`src/rtl/skf_pkg.sv`:
```
`timescale 1ns / 1ps
`default_nettype none
// ----------------------------------------------------------------------------
// Scalar Kalman filter package
// Shared constants, control word layout and the microcode table of the
// filter sequencer.
// ----------------------------------------------------------------------------
package skf_pkg;

    // Gain is unsigned Q0.16; covariance carries four integer bits.
    localparam int GAIN_BITS    = 16;
    localparam int COV_INT_BITS = 4;

    // Configuration register indexes.
    localparam int CFG_IDX_W = 2;
    localparam logic [CFG_IDX_W-1:0] REG_PROCESS_NOISE     = 2'd0;
    localparam logic [CFG_IDX_W-1:0] REG_MEASUREMENT_NOISE = 2'd1;

    typedef logic [2:0] t_op;
    typedef logic [2:0] t_cond;
    typedef logic [2:0] t_pc;

    // Datapath operations.
    localparam t_op OP_NOP  = 3'd0;
    localparam t_op OP_WAIT = 3'd1;  // take a sample beat
    localparam t_op OP_PRED = 3'd2;  // p' = sat(p + q), innovation
    localparam t_op OP_DEN  = 3'd3;  // denominator, divider setup
    localparam t_op OP_DIV  = 3'd4;  // one restoring division step
    localparam t_op OP_SPEC = 3'd5;  // gain when r is zero
    localparam t_op OP_MUL  = 3'd6;  // correction and covariance products
    localparam t_op OP_WB   = 3'd7;  // update state, load result register

    // Jump conditions.
    localparam t_cond COND_NEXT   = 3'd0;
    localparam t_cond COND_ALWAYS = 3'd1;
    localparam t_cond COND_NOIN   = 3'd2;
    localparam t_cond COND_RZERO  = 3'd3;
    localparam t_cond COND_CNT    = 3'd4;
    localparam t_cond COND_ROOM   = 3'd5;

    // Program addresses.
    localparam t_pc PC_WAIT = 3'd0;
    localparam t_pc PC_PRED = 3'd1;
    localparam t_pc PC_DEN  = 3'd2;
    localparam t_pc PC_DIV  = 3'd3;
    localparam t_pc PC_MUL  = 3'd4;
    localparam t_pc PC_WB   = 3'd5;
    localparam t_pc PC_HOLD = 3'd6;
    localparam t_pc PC_SPEC = 3'd7;

    typedef struct packed {
        t_op   op;
        t_cond cond;
        t_pc   target;
    } t_ctrl;

    // Microcode: a jump is taken when its condition holds, else the
    // program falls through to the next address.
    function automatic t_ctrl skf_rom(input t_pc pc);
        t_ctrl w;
        w = '{op: OP_NOP, cond: COND_ALWAYS, target: PC_WAIT};
        unique case (pc)
            PC_WAIT: w = '{op: OP_WAIT, cond: COND_NOIN,   target: PC_WAIT};
            PC_PRED: w = '{op: OP_PRED, cond: COND_NEXT,   target: PC_WAIT};
            PC_DEN:  w = '{op: OP_DEN,  cond: COND_RZERO,  target: PC_SPEC};
            PC_DIV:  w = '{op: OP_DIV,  cond: COND_CNT,    target: PC_DIV};
            PC_MUL:  w = '{op: OP_MUL,  cond: COND_NEXT,   target: PC_WAIT};
            PC_WB:   w = '{op: OP_WB,   cond: COND_ROOM,   target: PC_WAIT};
            PC_HOLD: w = '{op: OP_NOP,  cond: COND_ALWAYS, target: PC_WB};
            PC_SPEC: w = '{op: OP_SPEC, cond: COND_ALWAYS, target: PC_MUL};
            default: w = '{op: OP_NOP,  cond: COND_ALWAYS, target: PC_WAIT};
        endcase
        return w;
    endfunction

endpackage
`default_nettype wire

```
`src/rtl/skf_in_if.sv`:
```
`timescale 1ns / 1ps
`default_nettype none
// ----------------------------------------------------------------------------
// Scalar Kalman filter sample channel
// Valid/ready channel that carries one signed measurement per beat.
// ----------------------------------------------------------------------------
interface skf_in_if #(
    parameter int SAMPLE_WIDTH = 16
) ();
    logic                           valid;
    logic                           ready;
    logic signed [SAMPLE_WIDTH-1:0] measurement;

    modport source (output valid, output measurement, input ready);
    modport sink   (input valid, input measurement, output ready);
endinterface
`default_nettype wire

```
`src/rtl/skf_out_if.sv`:
```
`timescale 1ns / 1ps
`default_nettype none
// ----------------------------------------------------------------------------
// Scalar Kalman filter result channel
// Valid/ready channel that carries the filtered value and the gain per beat.
// ----------------------------------------------------------------------------
interface skf_out_if #(
    parameter int SAMPLE_WIDTH = 16
) ();
    import skf_pkg::*;

    logic                           valid;
    logic                           ready;
    logic signed [SAMPLE_WIDTH-1:0] filtered_value;
    logic        [GAIN_BITS-1:0]    gain;

    modport source (output valid, output filtered_value, output gain, input ready);
    modport sink   (input valid, input filtered_value, input gain, output ready);
endinterface
`default_nettype wire

```
`src/rtl/scalar_kalman_filter.sv`:
```
`timescale 1ns / 1ps
`default_nettype none
// Each sample beat runs prediction, denominator setup, the 16 shift-subtract
// steps of the gain divider (the unit-gain step when r is zero), multiply and
// writeback, which waits for room in the output; the next sample follows it.
// A finished result waits in the output register while the next sample is taken.
// Reset (synchronous, active low) clears estimate and covariance to zero and
// loads q = 0.003 and r = 0.5 in covariance format.
// ----------------------------------------------------------------------------
// Scalar Kalman filter
// One-dimensional Kalman filter with A = H = 1, driven by a microcoded
// sequencer over a small fixed-point datapath.
// ----------------------------------------------------------------------------
module scalar_kalman_filter #(
    parameter int SAMPLE_WIDTH  = 16,
    parameter int COV_FRAC_BITS = 16
) (
    input  wire logic                                           i_clk,
    input  wire logic                                           i_rst_n,
    input  wire logic                                           i_cfg_we,
    input  wire logic [skf_pkg::CFG_IDX_W-1:0]                  i_cfg_idx,
    input  wire logic [COV_FRAC_BITS+skf_pkg::COV_INT_BITS-1:0] i_cfg_data,
    skf_in_if.sink                                              i_in,
    skf_out_if.source                                           o_out
);
    import skf_pkg::*;

    localparam int SW    = SAMPLE_WIDTH;
    localparam int CW    = COV_FRAC_BITS + COV_INT_BITS;
    localparam int GB    = GAIN_BITS;
    localparam int PW    = SW + GB + 2;
    localparam int CPW   = CW + GB + 1;
    localparam int CNT_W = $clog2(GB);

    localparam int unsigned L_Q_RESET = ((3 << COV_FRAC_BITS) + 500) / 1000;
    localparam int unsigned L_R_RESET = 1 << (COV_FRAC_BITS - 1);

    localparam logic [PW-1:0]          L_HALF   = {{(PW-GB){1'b0}}, 1'b1, {(GB-1){1'b0}}};
    localparam logic [GB:0]            L_ONE    = {1'b1, {GB{1'b0}}};
    localparam logic signed [SW+1:0]   L_SMAX   = $signed({3'b000, {(SW-1){1'b1}}});
    localparam logic signed [SW+1:0]   L_SMIN   = $signed({3'b111, {(SW-1){1'b0}}});

    // Sequencer
    t_pc   r_pc;
    t_pc   n_pc;
    t_ctrl w_ctrl;
    logic  w_take;
    logic  w_accept;
    logic  w_room;

    // State and configuration
    logic signed [SW-1:0] r_x;
    logic        [CW-1:0] r_p;
    logic        [CW-1:0] r_q;
    logic        [CW-1:0] r_r;

    // Datapath
    logic signed [SW-1:0]  r_meas;
    logic        [CW-1:0]  r_pp;
    logic signed [SW:0]    r_innov;
    logic        [CW:0]    r_den;
    logic        [CW:0]    r_rem;
    logic        [GB-1:0]  r_quo;
    logic        [CNT_W-1:0] r_cnt;
    logic signed [PW-1:0]  r_corr_prod;
    logic        [CPW-1:0] r_cov_prod;

    // Result register
    logic                 r_out_valid;
    logic signed [SW-1:0] r_out_val;
    logic        [GB-1:0] r_out_gain;

    logic        [CW:0]   w_pp_sum;
    logic        [CW-1:0] w_pp_sat;
    logic        [CW+1:0] w_rem_sh;
    logic        [CW+1:0] w_rem_diff;
    logic                 w_ge;
    logic        [GB:0]   w_gcomp;
    logic signed [PW-1:0] w_round;
    logic signed [PW-1:0] w_corr_full;
    logic signed [SW+1:0] w_sum;
    logic signed [SW-1:0] w_xn;

    assign w_ctrl   = skf_rom(r_pc);
    assign w_accept = i_in.valid && i_in.ready;
    assign w_room   = !r_out_valid || o_out.ready;

    assign i_in.ready           = (w_ctrl.op == OP_WAIT);
    assign o_out.valid          = r_out_valid;
    assign o_out.filtered_value = r_out_val;
    assign o_out.gain           = r_out_gain;

    always_comb begin
        unique case (w_ctrl.cond)
            COND_NEXT:   w_take = 1'b0;
            COND_ALWAYS: w_take = 1'b1;
            COND_NOIN:   w_take = !w_accept;
            COND_RZERO:  w_take = (r_r == '0);
            COND_CNT:    w_take = (r_cnt != '0);
            COND_ROOM:   w_take = w_room;
            default:     w_take = 1'b0;
        endcase
        n_pc = w_take ? w_ctrl.target : r_pc + t_pc'(1);
    end

    // Arithmetic
    always_comb begin
        w_pp_sum    = {1'b0, r_p} + {1'b0, r_q};
        w_pp_sat    = w_pp_sum[CW] ? '1 : w_pp_sum[CW-1:0];
        w_rem_sh    = {r_rem, 1'b0};
        w_rem_diff  = w_rem_sh - {1'b0, r_den};
        w_ge        = (w_rem_sh >= {1'b0, r_den});
        w_gcomp     = L_ONE - {1'b0, r_quo};
        // Round half up, then take the floor of the division by 2^16.
        w_round     = r_corr_prod + $signed(L_HALF);
        w_corr_full = w_round >>> GB;
        w_sum       = $signed({{2{r_x[SW-1]}}, r_x}) + $signed(w_corr_full[SW+1:0]);
        if (w_sum > L_SMAX) begin
            w_xn = L_SMAX[SW-1:0];
        end else if (w_sum < L_SMIN) begin
            w_xn = L_SMIN[SW-1:0];
        end else begin
            w_xn = w_sum[SW-1:0];
        end
    end

    // Control state, filter state and configuration
    always_ff @(posedge i_clk) begin
        if (!i_rst_n) begin
            r_pc        <= PC_WAIT;
            r_out_valid <= 1'b0;
            r_x         <= '0;
            r_p         <= '0;
            r_q         <= CW'(L_Q_RESET);
            r_r         <= CW'(L_R_RESET);
        end else begin
            r_pc <= n_pc;
            if (w_ctrl.op == OP_WB && w_room) begin
                r_out_valid <= 1'b1;
                r_x         <= w_xn;
                r_p         <= r_cov_prod[CW+GB-1:GB];
            end else if (o_out.ready) begin
                r_out_valid <= 1'b0;
            end
            if (i_cfg_we) begin
                if (i_cfg_idx == REG_PROCESS_NOISE) begin
                    r_q <= i_cfg_data;
                end else if (i_cfg_idx == REG_MEASUREMENT_NOISE) begin
                    r_r <= i_cfg_data;
                end
            end
        end
    end

    // Datapath registers
    always_ff @(posedge i_clk) begin
        unique case (w_ctrl.op)
            OP_WAIT: begin
                if (w_accept) begin
                    r_meas <= i_in.measurement;
                end
            end
            OP_PRED: begin
                r_pp    <= w_pp_sat;
                r_innov <= $signed({r_meas[SW-1], r_meas}) - $signed({r_x[SW-1], r_x});
            end
            OP_DEN: begin
                r_den <= {1'b0, r_pp} + {1'b0, r_r};
                r_rem <= {1'b0, r_pp};
                r_quo <= '0;
                r_cnt <= CNT_W'(GB - 1);
            end
            OP_DIV: begin
                r_rem <= w_ge ? w_rem_diff[CW:0] : w_rem_sh[CW:0];
                r_quo <= {r_quo[GB-2:0], w_ge};
                r_cnt <= r_cnt - CNT_W'(1);
            end
            OP_SPEC: begin
                // With r at zero the exact gain is one, held at the largest code; zero if p' is zero.
                r_quo <= (r_pp != '0) ? '1 : '0;
            end
            OP_MUL: begin
                r_corr_prod <= PW'($signed({1'b0, r_quo})) * PW'(r_innov);
                r_cov_prod  <= CPW'(r_pp) * CPW'(w_gcomp);
            end
            OP_WB: begin
                if (w_room) begin
                    r_out_val  <= w_xn;
                    r_out_gain <= r_quo;
                end
            end
            default: ;
        endcase
    end

    // Assertions
    a_div_rem_below_den: assert property (@(posedge i_clk) disable iff (!i_rst_n)
        (w_ctrl.op == OP_DIV) |-> (r_rem < r_den))
        else $error("divider remainder not below denominator");

    a_spec_only_r_zero: assert property (@(posedge i_clk) disable iff (!i_rst_n)
        (w_ctrl.op == OP_SPEC) |-> (r_den == {1'b0, r_pp}))
        else $error("unit-gain path taken with nonzero r");

    a_wb_loads_result: assert property (@(posedge i_clk) disable iff (!i_rst_n)
        (w_ctrl.op == OP_WB && w_room) |=> (r_out_valid && r_pc == PC_WAIT))
        else $error("writeback did not present a result");

    a_ready_only_idle: assert property (@(posedge i_clk) disable iff (!i_rst_n)
        w_accept |=> (r_pc == PC_PRED))
        else $error("sample beat did not start the program");

endmodule
`default_nettype wire
```
`src/flat_wrapper.sv`:
```
// flat-port wrapper written by rule: the top's interface ports become plain ports
module scalar_kalman_filter_flat import skf_pkg::*;
#(
    parameter int SAMPLE_WIDTH  = 16,
    parameter int COV_FRAC_BITS = 16
)
  (i_clk, i_rst_n, i_cfg_we, i_cfg_idx, i_cfg_data, i_in_valid, i_in_measurement, i_in_ready, o_out_valid, o_out_filtered_value, o_out_gain, o_out_ready);
  skf_in_if #(.SAMPLE_WIDTH(SAMPLE_WIDTH)) i_in_i ();
  skf_out_if #(.SAMPLE_WIDTH(SAMPLE_WIDTH)) o_out_i ();
  input  wire logic i_clk;
  input  wire logic i_rst_n;
  input  wire logic i_cfg_we;
  input  wire logic [skf_pkg::CFG_IDX_W-1:0] i_cfg_idx;
  input  wire logic [COV_FRAC_BITS+skf_pkg::COV_INT_BITS-1:0] i_cfg_data;
  input wire logic [$bits(i_in_i.valid)-1:0] i_in_valid;
  input wire logic [$bits(i_in_i.measurement)-1:0] i_in_measurement;
  output wire logic [$bits(i_in_i.ready)-1:0] i_in_ready;
  output wire logic [$bits(o_out_i.valid)-1:0] o_out_valid;
  output wire logic [$bits(o_out_i.filtered_value)-1:0] o_out_filtered_value;
  output wire logic [$bits(o_out_i.gain)-1:0] o_out_gain;
  input wire logic [$bits(o_out_i.ready)-1:0] o_out_ready;
  assign i_in_i.valid = i_in_valid;
  assign i_in_i.measurement = i_in_measurement;
  assign i_in_ready = i_in_i.ready;
  assign o_out_valid = o_out_i.valid;
  assign o_out_filtered_value = o_out_i.filtered_value;
  assign o_out_gain = o_out_i.gain;
  assign o_out_i.ready = o_out_ready;
  scalar_kalman_filter #(.SAMPLE_WIDTH(SAMPLE_WIDTH), .COV_FRAC_BITS(COV_FRAC_BITS)) u_core (.i_clk(i_clk), .i_rst_n(i_rst_n), .i_cfg_we(i_cfg_we), .i_cfg_idx(i_cfg_idx), .i_cfg_data(i_cfg_data), .i_in(i_in_i), .o_out(o_out_i));
endmodule
```
`config.mk`:
```
export PLATFORM = sky130hd
export DESIGN_NAME = scalar_kalman_filter_flat
export DESIGN_NICKNAME = d
export VERILOG_FILES = /design/src/rtl/skf_pkg.sv /design/src/rtl/skf_in_if.sv /design/src/rtl/skf_out_if.sv /design/src/rtl/scalar_kalman_filter.sv /design/src/flat_wrapper.sv
export SDC_FILE = /design/constraint.sdc
export NUM_CORES = 2
export LEC_CHECK = 0
export BUFFER_PORTS_ARGS = -buffer_cell sky130_fd_sc_hd__buf_4
export CORE_MARGIN = 3
export CORE_UTILIZATION = 55
export CTS_CLUSTER_DIAMETER = 80
export CTS_CLUSTER_SIZE = 24
export DETAILED_ROUTE_END_ITERATION = 16
export PLACE_DENSITY = 0.76
export SLEW_MARGIN = 10
export SYNTH_ARGS = -nofsm -noshare
export SYNTH_HDL_FRONTEND = slang
export SYNTH_SLANG_ARGS = --single-unit
```
`constraint.sdc`:
```
create_clock -name i_clk -period 20.7 [get_ports i_clk]
set_clock_uncertainty 0.1 [all_clocks]
set_input_delay 4.14 -clock i_clk [delete_from_list [all_inputs] [get_ports i_clk]]
set_output_delay 4.14 -clock i_clk [all_outputs]
set_load 0.1 [all_outputs]
```
==> summary by stage <==
Run status
The flow ran to the end, and the final reports show no timing, DRC or antenna violations.

Synth
The share of async-settable or async-resettable flops after synthesis is 0%. Counting instances in the post-synthesis netlist gives the leading cell types as sky130_fd_sc_hd__inv_1, sky130_fd_sc_hd__nand2_1, sky130_fd_sc_hd__fa_1, sky130_fd_sc_hd__ha_1, sky130_fd_sc_hd__and2_1. The total standard cell area after synthesis is 33970 um^2. Summing the sequential cell areas from Yosys gives 21.68% of the chip area. Counting every net in the synthesized netlist gives 4488. The Yosys warning count is 0. The most used flip-flop cell after synthesis is sky130_fd_sc_hd__edfxtp_1. Sorting the synthesized cells by area gives the leading types as sky130_fd_sc_hd__fa_1, sky130_fd_sc_hd__edfxtp_1, sky130_fd_sc_hd__ha_1. Counting flops and latches in the post-synthesis netlist gives 275. After synthesis, the mean cell area works out to 9.346 um^2. The synthesized netlist contains 84 unique library cells. The cell count after synthesis is 3635. Counting flops with a built-in enable in the synthesized netlist gives 186. The share of the synthesized area in the top cell type is 28.23%. The biggest area contributor in the post-synthesis netlist is sky130_fd_sc_hd__fa_1. The leading cell type by number of instances after synthesis is sky130_fd_sc_hd__inv_1.

Global routing
The number of global-route vias before repair is 25300. The first global-routing pass estimated 132200 um of wire. Global routing consumed, over all layers together, 25.64% of the routing resources. The sum of overflow across all layers after global routing is 0. Entering global routing, the biggest net connects 82 pins. The number of antenna violations at the first check in global routing is 3.

Timing
The number of hold violations in the final report is 0. The shortest period the worst path allows is 8821 ps. Derived from the worst setup path, the maximum achievable clock frequency is 113.4 MHz.

The count of final setup violators is 0. For the pin with the worst max-slew slack, the measured transition is 1186 ps. After routing, the total negative slack on setup checks comes to 0 ps.

Setup repair after global routing left no endpoint under its margin. The max-slew violation count came to 0. The share of the clock period used by the worst path after layout is 42.61%.

The worst slew slack as a fraction of its limit is 20.76%.

Route
The first TritonRoute pass finished after 5 iterations. The average wire per cell in the routed design is 18.09 um. After detailed routing, the number of remaining DRC violations is 0.

The number of routed nets with antenna violations is 0. The total detailed-routing wirelength is 79920 um. The via-per-instance ratio is 5.577. The number of violations reported at the end of detailed-routing iteration 0 is 1781. The routed layout has 24630 vias.

Placement
The number of port buffers is 76. After legalization and detailed placement, the total HPWL measured 61040 um. The routability-driven placement congestion ratio is 0.9200.

Die
The initial core utilization is 55.97%. Row generation in the floorplan step produced 90 rows. Pin placement for this block handled 77 I/O pins. The die footprint is 64790 um^2.

The total area inside the core boundary comes to 60700 um^2. The die is 254.5 um wide. The vertical extent of the die is 254.5 um.

Clock tree
The maximum level of the CTS H-tree is 1. The number of buffers between clock root and the deepest sink is 3. The TritonCTS clock tree is yes. CTS saw 275 sinks.

The post-CTS setup buffer count is 0. The clock latency on the worst-skew pair is 560 ps. Counting the buffers created by CTS gives 21. The number of gates given a new drive strength after cts is 0. The tree is rooted in a sky130_fd_sc_hd__clkbuf_16.

The hold-fix buffer count after cts is 0. The clock-pin slew reported for the worst setup and hold paths after clock tree synthesis is 90 ps.

Setup path
The capturing element type of the critical path is a register. At the worst endpoint, the required time is 20930 ps. For the worst setup path, the data arrival time is 9050 ps. Measured in cells, the most critical reg-to-reg path has a length of 26.

The worst setup path is launched from a register. The type of the worst setup path is register to register. Along the worst path, the maximum fanout reaches 24.

Worst hold path
The path type of the worst min-delay path is register to register. The instance count along the most critical hold path is 2.

Finish
The number of nets at the end of the flow is 4472. In the final layout, the share of cells above drive strength 1 is 5.531%. Fill cells in the final layout number 5125.

Compared with the post-synthesis result, the final layout area differs by 6.032%. For this run, the share of the core covered by cells in the final layout is 59.35%.

Flow run
The tool flagged a number of max-cap violations equal to 0.
kinds of logic after synthesis:
logic type,count (synthesis),synth area share [%]
simple gates,1130,15.79
xor+xnor,140,3.631
buf+inv,816,9.089
compound gates,438,8.603
mux,26,0.7881
flops,275,21.68
fa+ha+maj,810,40.42
per-layer routing:
metal  GRT usage (%)  part of all wire (%)  vias up
met3           4.140                   7.9      131
li1                -                     -    11390
met5               0                     0        -
met2           41.29                    45      854
met4           6.874                   2.7        0
met1           36.40                    44    12260
worst paths after layout:
path	startpoint	end	slack, ps
worst min-delay path	u_core.r_q[10]$_SDFFE_PN0P_	u_core.r_q[10]$_SDFFE_PN0P_	380
worst min register to register	u_core.r_q[10]$_SDFFE_PN0P_	u_core.r_q[10]$_SDFFE_PN0P_	380
worst max-delay path	u_core.r_quo[6]$_DFFE_PP_	u_core.r_cov_prod[35]$_DFFE_PN_	11880
worst max register to register	u_core.r_quo[6]$_DFFE_PP_	u_core.r_cov_prod[35]$_DFFE_PN_	11880
placed cells by master, fill, tap and decap left out, types with 28 or more instances in the layout:
| cell type | netlist | final |
|---|---|---|
| sky130_fd_sc_hd__inv_1 | 655 | 654 |
| sky130_fd_sc_hd__nand2_1 | 590 | 590 |
| sky130_fd_sc_hd__fa_1 | 479 | 479 |
| sky130_fd_sc_hd__ha_1 | 331 | 331 |
| sky130_fd_sc_hd__and2_1 | 246 | 246 |
| sky130_fd_sc_hd__edfxtp_1 | 186 | 186 |
| sky130_fd_sc_hd__buf_4 | 0 | 121 |
| sky130_fd_sc_hd__a21oi_1 | 98 | 98 |
| sky130_fd_sc_hd__xnor2_1 | 97 | 96 |
| sky130_fd_sc_hd__nor2_1 | 96 | 95 |
| sky130_fd_sc_hd__o21ai_0 | 94 | 94 |
| sky130_fd_sc_hd__dfxtp_1 | 89 | 89 |
| sky130_fd_sc_hd__a21boi_0 | 67 | 67 |
| sky130_fd_sc_hd__a21o_1 | 47 | 47 |
| sky130_fd_sc_hd__xor2_1 | 42 | 42 |
| sky130_fd_sc_hd__nand2b_1 | 29 | 29 |
| sky130_fd_sc_hd__nor3_1 | 28 | 28 |
| sky130_fd_sc_hd__nor2b_1 | 28 | 28 |
worst max-delay path, cell delays in order (launching register included):
cell and delay (ps):
sky130_fd_sc_hd__edfxtp_1 760, sky130_fd_sc_hd__or4_1 620, sky130_fd_sc_hd__or4_1 470, sky130_fd_sc_hd__or2_4 300, sky130_fd_sc_hd__nor2_1 120, sky130_fd_sc_hd__xnor2_1 130, sky130_fd_sc_hd__buf_4 270, sky130_fd_sc_hd__nand2_1 110
sky130_fd_sc_hd__fa_1 510, sky130_fd_sc_hd__inv_1 50, sky130_fd_sc_hd__fa_1 560, sky130_fd_sc_hd__fa_1 450, sky130_fd_sc_hd__fa_1 520, sky130_fd_sc_hd__fa_1 550, sky130_fd_sc_hd__inv_1 60, sky130_fd_sc_hd__fa_1 540
sky130_fd_sc_hd__inv_1 50, sky130_fd_sc_hd__ha_1 350, sky130_fd_sc_hd__a211oi_1 210, sky130_fd_sc_hd__nand2_1 80, sky130_fd_sc_hd__a2111o_1 390, sky130_fd_sc_hd__o211ai_1 420, sky130_fd_sc_hd__a21o_1 290, sky130_fd_sc_hd__a21oi_1 160
sky130_fd_sc_hd__nor3_1 230, sky130_fd_sc_hd__o21bai_1 130, sky130_fd_sc_hd__xnor2_1 130
metrics by stage:
step	worst slack (ps)	instances	hold WS [ps]	cell area, um^2
after detailed placement	11960	4378	364.7	35260
after CTS	11950	4416	379.8	36020
after global routing	11480	4416	410.4	36020
after global placement	12110	4378	360.5	35260
after floorplan	13010	3635	324.4	33970
final	11880	4417	377.3	36020
flip-flops by register name, indices dropped and copies added (netlist names):
signal / count
u_core.r_den: 21
u_core.r_cnt: 4
u_core.r_p: 20
u_core.o_out.valid: 1
u_core.r_corr_prod: 19
u_core.o_out.gain: 16
u_core.r_meas: 16
u_core.w_ctrl: 9
u_core.r_pp: 20
u_core.r_rem: 21
u_core.r_pc: 3
u_core.r_innov: 17
u_core.o_out.filtered_value: 16
u_core.r_x: 16
u_core.r_q: 20
u_core.r_quo: 16
u_core.r_r: 20
u_core.r_cov_prod: 20
area by class of cell:
type,instances,area [um^2],area share (%)
multi-input cells,2544,23540,65.35
flip-flops and latches,275,7367,20.45
inverters,656,2462,6.835
well taps,782,978.4,2.716
repair buffers,121,908.4,2.522
clock buffers,24,558.0,1.549
clock inverters,14,206.4,0.5731
diodes,1,2.502,0.006947
Power is not shown: default switching activity piles up to over one toggle a cycle in this logic, so the estimate is an artifact.
